===== src/rtl/core/tla_pkg.sv =====
// Shared types, byte codes and sizes for the text line assembler.
package tla_pkg;

  // Line store geometry and run limits.
  localparam int STORE_DEPTH       = 64;
  localparam int ADDR_W            = $clog2(STORE_DEPTH);
  localparam int FILL_W            = 7;
  localparam int CHAR_W            = 7;
  localparam int MAX_RESULTS       = 63;
  localparam int LINE_CAPACITY_DEF = 64;

  // Byte codes seen on the host bus.
  localparam logic [7:0]        STOP_HI  = 8'h90;
  localparam logic [7:0]        STOP_ETX = 8'h03;
  localparam logic [CHAR_W-1:0] CH_BS    = 7'h08;
  localparam logic [CHAR_W-1:0] CH_TAB   = 7'h09;
  localparam logic [CHAR_W-1:0] CH_LF    = 7'h0a;
  localparam logic [CHAR_W-1:0] CH_VT    = 7'h0b;
  localparam logic [CHAR_W-1:0] CH_CR    = 7'h0d;
  localparam logic [CHAR_W-1:0] CH_SPACE = 7'h20;
  localparam logic [CHAR_W-1:0] CH_DEL   = 7'h7f;

  // Item kinds.
  localparam logic KIND_TEXT = 1'b0;
  localparam logic KIND_STOP = 1'b1;

  // One result item.
  typedef struct packed {
    logic              kind;
    logic [CHAR_W-1:0] char_out;
    logic              last_of_run;
    logic              utterance_end;
  } item_t;

  // Access to the line memory for one cycle.
  typedef struct packed {
    logic              we;
    logic [ADDR_W-1:0] waddr;
    logic [CHAR_W-1:0] wdata;
    logic              re;
    logic [ADDR_W-1:0] raddr;
  } mem_req_t;

  // Controller status seen by the top level.
  typedef struct packed {
    logic              idle;
    logic [FILL_W-1:0] fill;
  } ctrl_status_t;

endpackage


===== src/rtl/core/tla_line_mem.sv =====
// Line store: one write port and one registered read port.
module tla_line_mem
  import tla_pkg::*;
(
  input  logic              clk,
  input  mem_req_t          req,
  output logic [CHAR_W-1:0] rdata
);

  logic [CHAR_W-1:0] mem [STORE_DEPTH];

  // Write and registered read; read data holds between reads.
  always_ff @(posedge clk) begin
    if (req.we) begin
      mem[req.waddr] <= req.wdata;
    end
    if (req.re) begin
      rdata <= mem[req.raddr];
    end
  end

endmodule


===== src/rtl/core/tla_ctrl.sv =====
// Byte decoder, fill count and flush sequencer of the text line assembler.
module tla_ctrl
  import tla_pkg::*;
#(
  parameter int LINE_CAPACITY = LINE_CAPACITY_DEF
) (
  input  logic              clk,
  input  logic              rst,
  input  logic              in_valid,
  input  logic [7:0]        byte_in,
  output logic              in_ready,
  input  logic              out_free,
  output logic              push,
  output item_t             item,
  output mem_req_t          mem_req,
  input  logic [CHAR_W-1:0] rdata,
  output ctrl_status_t      status
);

  localparam int FULL_AT = LINE_CAPACITY - 2;
  localparam int FIN_MAX = MAX_RESULTS - 1;

  typedef enum logic [3:0] {
    S_IDLE = 4'b0001,
    S_RD   = 4'b0010,
    S_OUT  = 4'b0100,
    S_VT   = 4'b1000
  } state_t;

  state_t            state, state_next;
  logic [FILL_W-1:0] fill_count, fill_count_next;
  logic [ADDR_W-1:0] rd_idx, rd_idx_next;
  logic [ADDR_W-1:0] last_idx, last_idx_next;
  logic              finish_run, finish_run_next;
  logic [CHAR_W-1:0] pend_char, pend_char_next;

  assign in_ready = (state == S_IDLE) && out_free;

  assign status.idle = (state == S_IDLE);
  assign status.fill = fill_count;

  // Next-state logic: decode in idle, then read out the line one entry at a time.
  always_comb begin
    logic [CHAR_W-1:0] ch;
    logic [CHAR_W-1:0] store_ch;
    ch              = byte_in[CHAR_W-1:0];
    store_ch        = (ch == CH_TAB) ? CH_SPACE : ch;
    state_next      = state;
    fill_count_next = fill_count;
    rd_idx_next     = rd_idx;
    last_idx_next   = last_idx;
    finish_run_next = finish_run;
    pend_char_next  = pend_char;
    push            = 1'b0;
    item            = '0;
    mem_req         = '0;
    unique case (state)
      S_IDLE: begin
        if (in_valid && in_ready) begin
          if (byte_in == STOP_HI || byte_in == STOP_ETX) begin
            fill_count_next = '0;
            push            = 1'b1;
            item.kind       = KIND_STOP;
            item.last_of_run = 1'b1;
          end else begin
            unique case (ch) inside
              CH_BS, CH_DEL: begin
                if (fill_count != '0) begin
                  fill_count_next = fill_count - FILL_W'(1);
                end
              end
              CH_CR, CH_LF, CH_VT: begin
                if (fill_count != '0) begin
                  finish_run_next = 1'b1;
                  rd_idx_next     = '0;
                  last_idx_next   = (fill_count > FILL_W'(FIN_MAX)) ?
                                    ADDR_W'(FIN_MAX - 1) :
                                    fill_count[ADDR_W-1:0] - ADDR_W'(1);
                  state_next      = S_RD;
                end
              end
              default: begin
                // Tab and printable characters are stored; other controls drop.
                if (ch == CH_TAB || ch >= CH_SPACE) begin
                  if (fill_count >= FILL_W'(FULL_AT)) begin
                    finish_run_next = 1'b0;
                    rd_idx_next     = '0;
                    last_idx_next   = fill_count[ADDR_W-1:0] - ADDR_W'(1);
                    pend_char_next  = store_ch;
                    state_next      = S_RD;
                  end else begin
                    mem_req.we      = 1'b1;
                    mem_req.waddr   = fill_count[ADDR_W-1:0];
                    mem_req.wdata   = store_ch;
                    fill_count_next = fill_count + FILL_W'(1);
                  end
                end
              end
            endcase
          end
        end
      end
      S_RD: begin
        mem_req.re    = 1'b1;
        mem_req.raddr = rd_idx;
        state_next    = S_OUT;
      end
      S_OUT: begin
        if (out_free) begin
          push             = 1'b1;
          item.kind        = KIND_TEXT;
          item.char_out    = rdata;
          item.last_of_run = !finish_run && (rd_idx == last_idx);
          if (rd_idx == last_idx) begin
            if (finish_run) begin
              state_next = S_VT;
            end else begin
              // The held character starts the new line.
              mem_req.we      = 1'b1;
              mem_req.waddr   = '0;
              mem_req.wdata   = pend_char;
              fill_count_next = FILL_W'(1);
              state_next      = S_IDLE;
            end
          end else begin
            rd_idx_next = rd_idx + ADDR_W'(1);
            state_next  = S_RD;
          end
        end
      end
      S_VT: begin
        if (out_free) begin
          push               = 1'b1;
          item.kind          = KIND_TEXT;
          item.char_out      = CH_VT;
          item.last_of_run   = 1'b1;
          item.utterance_end = 1'b1;
          fill_count_next    = '0;
          state_next         = S_IDLE;
        end
      end
      default: begin
        state_next = S_IDLE;
      end
    endcase
  end

  // Control registers.
  always_ff @(posedge clk) begin
    if (rst) begin
      state      <= S_IDLE;
      fill_count <= '0;
    end else begin
      state      <= state_next;
      fill_count <= fill_count_next;
    end
  end

  // Run bookkeeping needs no reset.
  always_ff @(posedge clk) begin
    rd_idx     <= rd_idx_next;
    last_idx   <= last_idx_next;
    finish_run <= finish_run_next;
    pend_char  <= pend_char_next;
  end

endmodule


===== src/rtl/core/text_line_assembler_top.sv =====
// Top level of the text line assembler: controller, line store and output register.
//
// Raw bytes arrive one item per handshake and are gathered into a 64-entry line
// store. A byte that only edits or extends the line, or a stop byte, is taken
// without starting a flush. A line-end byte or a printable byte that finds the
// line full starts a flush: the stored characters are read back one at a time,
// each by first issuing the read of the line memory and then loading the
// registered read data into the output register, followed on a line end by the
// closing VT item; the input is held from the byte that started the flush until
// it ends, including any time the output side stalls. Results leave through one
// output register, and a byte is taken only while that register is empty or is
// being emptied in the same cycle.
module text_line_assembler_top
  import tla_pkg::*;
#(
  parameter int LINE_CAPACITY = LINE_CAPACITY_DEF
) (
  input  logic              clk,
  input  logic              rst,
  input  logic              in_valid,
  output logic              in_ready,
  input  logic [7:0]        byte_in,
  output logic              out_valid,
  input  logic              out_ready,
  output logic              kind,
  output logic [CHAR_W-1:0] char_out,
  output logic              last_of_run,
  output logic              utterance_end
);

  logic              out_free;
  logic              push;
  item_t             item;
  item_t             out_item;
  mem_req_t          mem_req;
  logic [CHAR_W-1:0] rdata;
  ctrl_status_t      status;

  assign out_free = !out_valid || out_ready;

  tla_ctrl #(
    .LINE_CAPACITY(LINE_CAPACITY)
  ) u_ctrl (
    .clk      (clk),
    .rst      (rst),
    .in_valid (in_valid),
    .byte_in  (byte_in),
    .in_ready (in_ready),
    .out_free (out_free),
    .push     (push),
    .item     (item),
    .mem_req  (mem_req),
    .rdata    (rdata),
    .status   (status)
  );

  tla_line_mem u_mem (
    .clk   (clk),
    .req   (mem_req),
    .rdata (rdata)
  );

  // Output register valid flag.
  always_ff @(posedge clk) begin
    if (rst) begin
      out_valid <= 1'b0;
    end else if (push) begin
      out_valid <= 1'b1;
    end else if (out_ready) begin
      out_valid <= 1'b0;
    end
  end

  // Output register payload.
  always_ff @(posedge clk) begin
    if (push) begin
      out_item <= item;
    end
  end

  assign kind          = out_item.kind;
  assign char_out      = out_item.char_out;
  assign last_of_run   = out_item.last_of_run;
  assign utterance_end = out_item.utterance_end;

  // The controller only loads the output register when it is free.
  assert property (@(posedge clk) disable iff (rst) push |-> out_free)
    else $error("item pushed into an occupied output register");

  // Bytes are only taken while no flush is running.
  assert property (@(posedge clk) disable iff (rst) (in_valid && in_ready) |-> status.idle)
    else $error("byte accepted during a flush");

  // The line never holds more than capacity minus two characters.
  assert property (@(posedge clk) disable iff (rst)
                   status.fill <= FILL_W'(LINE_CAPACITY - 2))
    else $error("fill count beyond line capacity");

  // A finished utterance closes its run.
  assert property (@(posedge clk) disable iff (rst)
                   (push && item.utterance_end) |=> (status.idle && status.fill == '0))
    else $error("utterance end did not clear the line");

endmodule


===== config.mk =====
export PLATFORM = sky130hd
export DESIGN_NAME = text_line_assembler_top
export DESIGN_NICKNAME = d
export VERILOG_FILES = /design/src/rtl/core/tla_pkg.sv /design/src/rtl/core/tla_line_mem.sv /design/src/rtl/core/tla_ctrl.sv /design/src/rtl/core/text_line_assembler_top.sv
export SDC_FILE = /design/constraint.sdc
export NUM_CORES = 1
export LEC_CHECK = 0
export ABC_AREA = 1
export BUFFER_PORTS_ARGS = -buffer_cell sky130_fd_sc_hd__buf_2
export CORE_MARGIN = 2
export CORE_UTILIZATION = 63
export CTS_CLUSTER_DIAMETER = 80
export CTS_CLUSTER_SIZE = 8
export DETAILED_ROUTE_END_ITERATION = 7
export PLACE_DENSITY = 0.79
export REMOVE_ABC_BUFFERS = 1
export SLEW_MARGIN = 20
export SYNTH_ARGS = -nofsm -noshare
export SYNTH_HDL_FRONTEND = slang
export SYNTH_SLANG_ARGS = --single-unit

===== constraint.sdc =====
create_clock -name clk -period 5.7 [get_ports clk]
set_input_delay 0.57 -clock clk [delete_from_list [all_inputs] [get_ports clk]]
set_output_delay 0.57 -clock clk [all_outputs]
set_load 0.02 [all_outputs]

* After elaboration in Yosys (flattened, before gate mapping) *
Memory sizes are Yosys's and may differ from the RTL's. A register that Yosys moved wholly into a read port is not among the register bits.
Index checks and enable logic that the tools add are counted.

storage, ports and cells
  bits in registers = 42
  RAM bits = 448
  input bits = 12
  output and inout bits = 12
  word-level logic and storage cells = 138
  memories kept = 1

memories
  name       words  bits a word  read ports  clocked after memory_dff  wr ports  line                source
  u_mem.mem  64     7            1           1                         1         tla_line_mem.sv:10  logic [CHAR_W-1:0] mem [STORE_DEPTH];

cells by class
  add/sub/neg operators = 4
  order comparisons = 3
  equal/unequal tests = 29
  multiplexer cells = 64
  bitwise operators = 3
  reductions and logical operators = 23

operators by type and width
  cell                 number
  $mux 14              8
  $mux 7               11
  $mux 6               12
  $mux 4               9
  $pmux 6 s2           3
  $eq 7x4->1 const B   5
  $pmux 14 s2          1
  $pmux 7 s2           2
  $pmux 7 s3           1
  $pmux 4 s4           1
  $ge 7x6->1 const B   2
  $mux 1               10
  $ne 2x1->1 const B   5
  $reduce_and 10->1    1
  $reduce_and 9->1     1
  $eq 8x2->1 const B   1
  $eq 8x8->1 const B   1
  $mux 8               1
  $ne 2x2->1 const B   4
  $pmux 4 s2           1
  $reduce_and 8->1     1
  $reduce_bool 2->1    4
  $add 7x1->7 const B  1
  $eq 7x7->1 const B   1
  27 further kinds     39

* Depth between registers and ports, before layout *
  word-level depth = 10
  gate-level depth with buffers = 15

* Cells and area by module *
A second synthesis with hierarchy kept.

second synthesis, totals
  cells, all modules = 2013
  area, all modules = 21528.1 µm²

by module, submodules not included
  module                   times used  cells each  area each (µm²)  seq. area each (µm²)
  tla_line_mem             1           1607        18661.6          13663.1
  tla_ctrl                 1           391         2523.7           820.8
  text_line_assembler_top  1           15          342.8            320.3

* Worst setup path after synthesis *
OpenSTA, ideal clock, no wires.

  path kind = register to register
  start = register u_ctrl.rd_idx[3]
  end = memory u_mem.mem[0][0], data pin
  library setup time = 0.703 ns
  data arrival time = 3.815 ns
  required time = 4.997 ns
  path slack = 1.182 ns
  cell stages (with the launch flop) = 7
  buffers on the path = 0
  path through = edfxtp_1 -> or2_2 -> a21oi_1 -> nand2_1 -> nor2_1 -> nand3_1 -> o21ai_0

RTL lines
  what                      line                source
  start: declaration        tla_ctrl.sv:32      logic [ADDR_W-1:0] rd_idx, rd_idx_next;
  start signal: assignment  tla_ctrl.sv:161     rd_idx <= rd_idx_next;
  end: declaration          tla_line_mem.sv:10

* Worst setup path in the final report *
  start = register u_ctrl.fill_count[0]
  end = memory u_mem.mem[20][0] (enable)

between the ends
  word-level cells in the longest chain between the ends = 9

ends and longest elaborated chain
  what                          line                source
  start: declaration            tla_ctrl.sv:31      logic [FILL_W-1:0] fill_count, fill_count_next;
  start signal: assignment      tla_ctrl.sv:155     fill_count <= fill_count_next;
  $ge 7x6->1                    tla_ctrl.sv:85      if (fill_count >= FILL_W'(FULL_AT)) begin
  $mux 14 *                     tla_ctrl.sv:85
  $mux 14 *                     tla_ctrl.sv:84      if (ch == CH_TAB || ch >= CH_SPACE) begin
  $mux 14 *                     tla_ctrl.sv:66      unique case (ch) inside
  $mux 14 *                     tla_ctrl.sv:60      if (byte_in == STOP_HI || byte_in == STOP_ETX) begin
  $mux 14 *                     tla_ctrl.sv:59      if (in_valid && in_ready) begin
  $pmux 14 s2 *                 tla_ctrl.sv:57      unique case (state)
  $mux 1                        tla_line_mem.sv:14  if (req.we) begin
  $mux 1 (implied by the code)  tla_line_mem.sv:15  mem[req.waddr] <= req.wdata;

Mark *: on every way between the ends. The rest lies on a longest branch, timed or not.

==> flow_summary.toml <==
[clocking]
path_clk_slew_ns = 0.05
cts_resized = 0
clk_latency_ns = 0.58
post_cts_buffers = 0
cts_tree = "built"
numCtsBuffers = 72
clock_path_buffers = 3
cts_sinks = 497
htreeDepth = 3
clockRootBuffer = "clkbuf_16"
cts_hold_buf = 0

[finish]
syn_to_final_growth_pct = 10.9
drive_gt1_frac = 0.0900
final_common_cell = "edfxtp_1"
antenna_cells = 0
final_cell_mix = "485 x edfxtp_1, 391 x nand3_1, 362 x inv_1"
nets = 2282
design_area_um2 = 25400
utilization = 0.712

[synthesis]
ys_seq_area_frac = 0.647
yosys.cell_types.count = 35
synth_top_cell_area_share = 0.636
synth-seq-cells = 497
synthCells = 2261
ys_warn_count = 0
synthesis.area_um2 = 22900
avgSynthCellArea_um2 = 10.1
yosysTopAreaCell = "edfxtp_1"
synthTopCellsByArea = "edfxtp_1 64%, nand3_1 8.6%, inv_1 5.9%"

[drt]
vias = 17000
ant_nets = 0
routed_wl_um = 58200
viasPerCell = 6.20
dr.pass1.iters = 6
drc = 0
drt_iter0_drc = 2706
drt-wirelength-per-cell_um = 21.3

[floorplan]
ios = 24
die_area_um2 = 37900
core_area_um2 = 35700
start_util = 0.642
die_x_um = 195
num_rows = 69
die_y_um = 195

[timing]
fin_skew_ns = 0.0325
finalHoldViolCount = 0
layout_setup_ws_ns = 1.65
fmax_ghz = 0.247
rsz0062_at_grt = "false"
slew_viol_final = 0
finalSetupViolations = 0
period_share = 0.711
maxSlewHeadroom = 0.320
tns_ns = 0
min_period_ns = 4.05
tightest_slew_ns = 1.02

[setup_path]
start_kind = "register"
crit_arrival_ns = 4.26
path_max_fanout = 14
cp-end-kind = "register"
criticalPathCategory = "register to register"
crit_required_ns = 5.90

[global_route]
grt_start_max_net_pins = 174
grt_pass1_vias = 16000
grt_overflow = 0
grt_usage = 0.312
grt_pass1_wl_um = 90400
antenna_found_initial = 1

[min_path]
hp-class = "input pin to register"

[pwr]
pwr-share-seq = 0.447
netSwitchingFraction = 0.291
internal_power_uw = 7000
leakagePower_uw = 0.0103
p_comb_frac = 0.173
p_switching_uw = 2870
ir_drop_v = 0.000349
pwr-share-clk = 0.381
power.density_nw_per_um2 = 389

[flow_run]
maxCapViolations = 0

[placement]
io_buffers = 23
dp_slack_ns = 1.80
dp_hpwl_um = 33800
placed_area_um2 = 23500
gp_routability_congestion = 0.950

[outcome]
status = "completed"
-- state kept, by name, indices dropped and copies added (netlist names) --
signal and flops:
char_out 7, utterance_end 1, u_mem.rdata 7, u_ctrl.rd_idx 6
u_mem.mem 448, u_ctrl.last_idx 6, u_ctrl.pend_char 7, u_ctrl.state 4
u_ctrl.finish_run 1, kind 1, u_ctrl.fill_count 7, last_of_run 1
out_valid 1
-- cell families (layout without fill, tap and decap cells) --
family,Yosys count,after routing,synth area share
AO/OA/AOI/OAI,98,98,0.0224
AND/OR/NAND/NOR,1152,1152,0.242
other,1,14,0.000164
XOR/XNOR,1,1,0.000383
adder cells (fa/ha/maj),9,9,0.00525
buffers and inverters,503,507,0.0834
flip-flops,497,497,0.647
-- final cells by class --
| type | instances | area, µm² |
|---|---|---|
| Multi-Input combinational cell | 1274 | 6370 |
| Fill cell | 2415 | 10300 |
| Tap cell | 461 | 577 |
| Clock buffer | 87 | 1900 |
| Inverter | 369 | 1390 |
| Timing Repair Buffer | 47 | 320 |
| Clock inverter | 4 | 42.5 |
| Sequential cell | 497 | 14800 |
-- power by group through the flow --
| stage | clock (µW) | sequential [µW] | combinational [µW] |
|---|---|---|---|
| after CTS | 3780 | 4400 | 1670 |
| after global placement | 0 | 4460 | 1630 |
| after floorplan | 0 | 4590 | 968 |
| final | 3760 | 4410 | 1700 |
| after detailed placement | 0 | 4470 | 1660 |
| after global routing | 3930 | 4420 | 1850 |
-- synth_stat cells --
cell and number:
a21o_1 1, a21oi_1 17, a31oi_1 1, and3_1 1, buf_1 35, buf_2 10
buf_6 1, clkbuf_1 88, clkinv_1 3, conb_1 1, dfxtp_1 12, edfxtp_1 485
fa_1 1, ha_1 8, inv_1 362, inv_2 3, inv_4 1, nand2_1 265
nand2_2 2, nand3_1 394, nand3_2 4, nand3_4 2, nand4_1 167, nand4_4 6
nor2_1 255, nor2_2 6, nor2_4 1, nor3_1 6, o21ai_0 71, o21ai_1 2
o21ai_4 1, o22ai_1 4, o31ai_1 1, or2_2 43, xor2_1 1
-- layer usage --
layer,vias up,share of wire,track usage
met2,1144,0.46,0.477
met3,185,0.12,0.0642
li1,7692,-,-
met4,0,0.043,0.144
met5,-,0,0
met1,7970,0.38,0.435
-- final timing paths --
path                         from                   to  slack [ns]  cells after the start
max reg2reg  u_ctrl.fill_count[0]     u_mem.mem[20][0]        1.65                     11
min reg2reg       u_ctrl.state[3]      u_ctrl.state[3]        0.55                      2
max          u_ctrl.fill_count[0]     u_mem.mem[20][0]        1.65                     11
min                    byte_in[2]  u_ctrl.pend_char[2]        0.23                      1
-- worst max-delay path: stages, from the launching register on --
cell	delay (ns)
dfxtp_1	0.68
inv_1	0.35
ha_1	0.30
nand2_1	0.06
nor2_1	0.06
nor2_2	0.17
nand2_2	0.08
inv_2	0.08
nand3_4	0.19
inv_4	0.30
nand4_1	0.66
nor2_1	0.74
-- per-stage QoR --
step	cells	hold WS [ns]	total power, µW
6_report	2739	0.233	9870
4_1_cts	2739	0.225	9860
3_3_place_gp	2648	0.546	6090
3_5_place_dp	2648	0.549	6130
5_1_grt	2739	0.239	10200
2_1_floorplan	2140	0.520	5560
No activity file was read; power rests on OpenSTA's default activity.
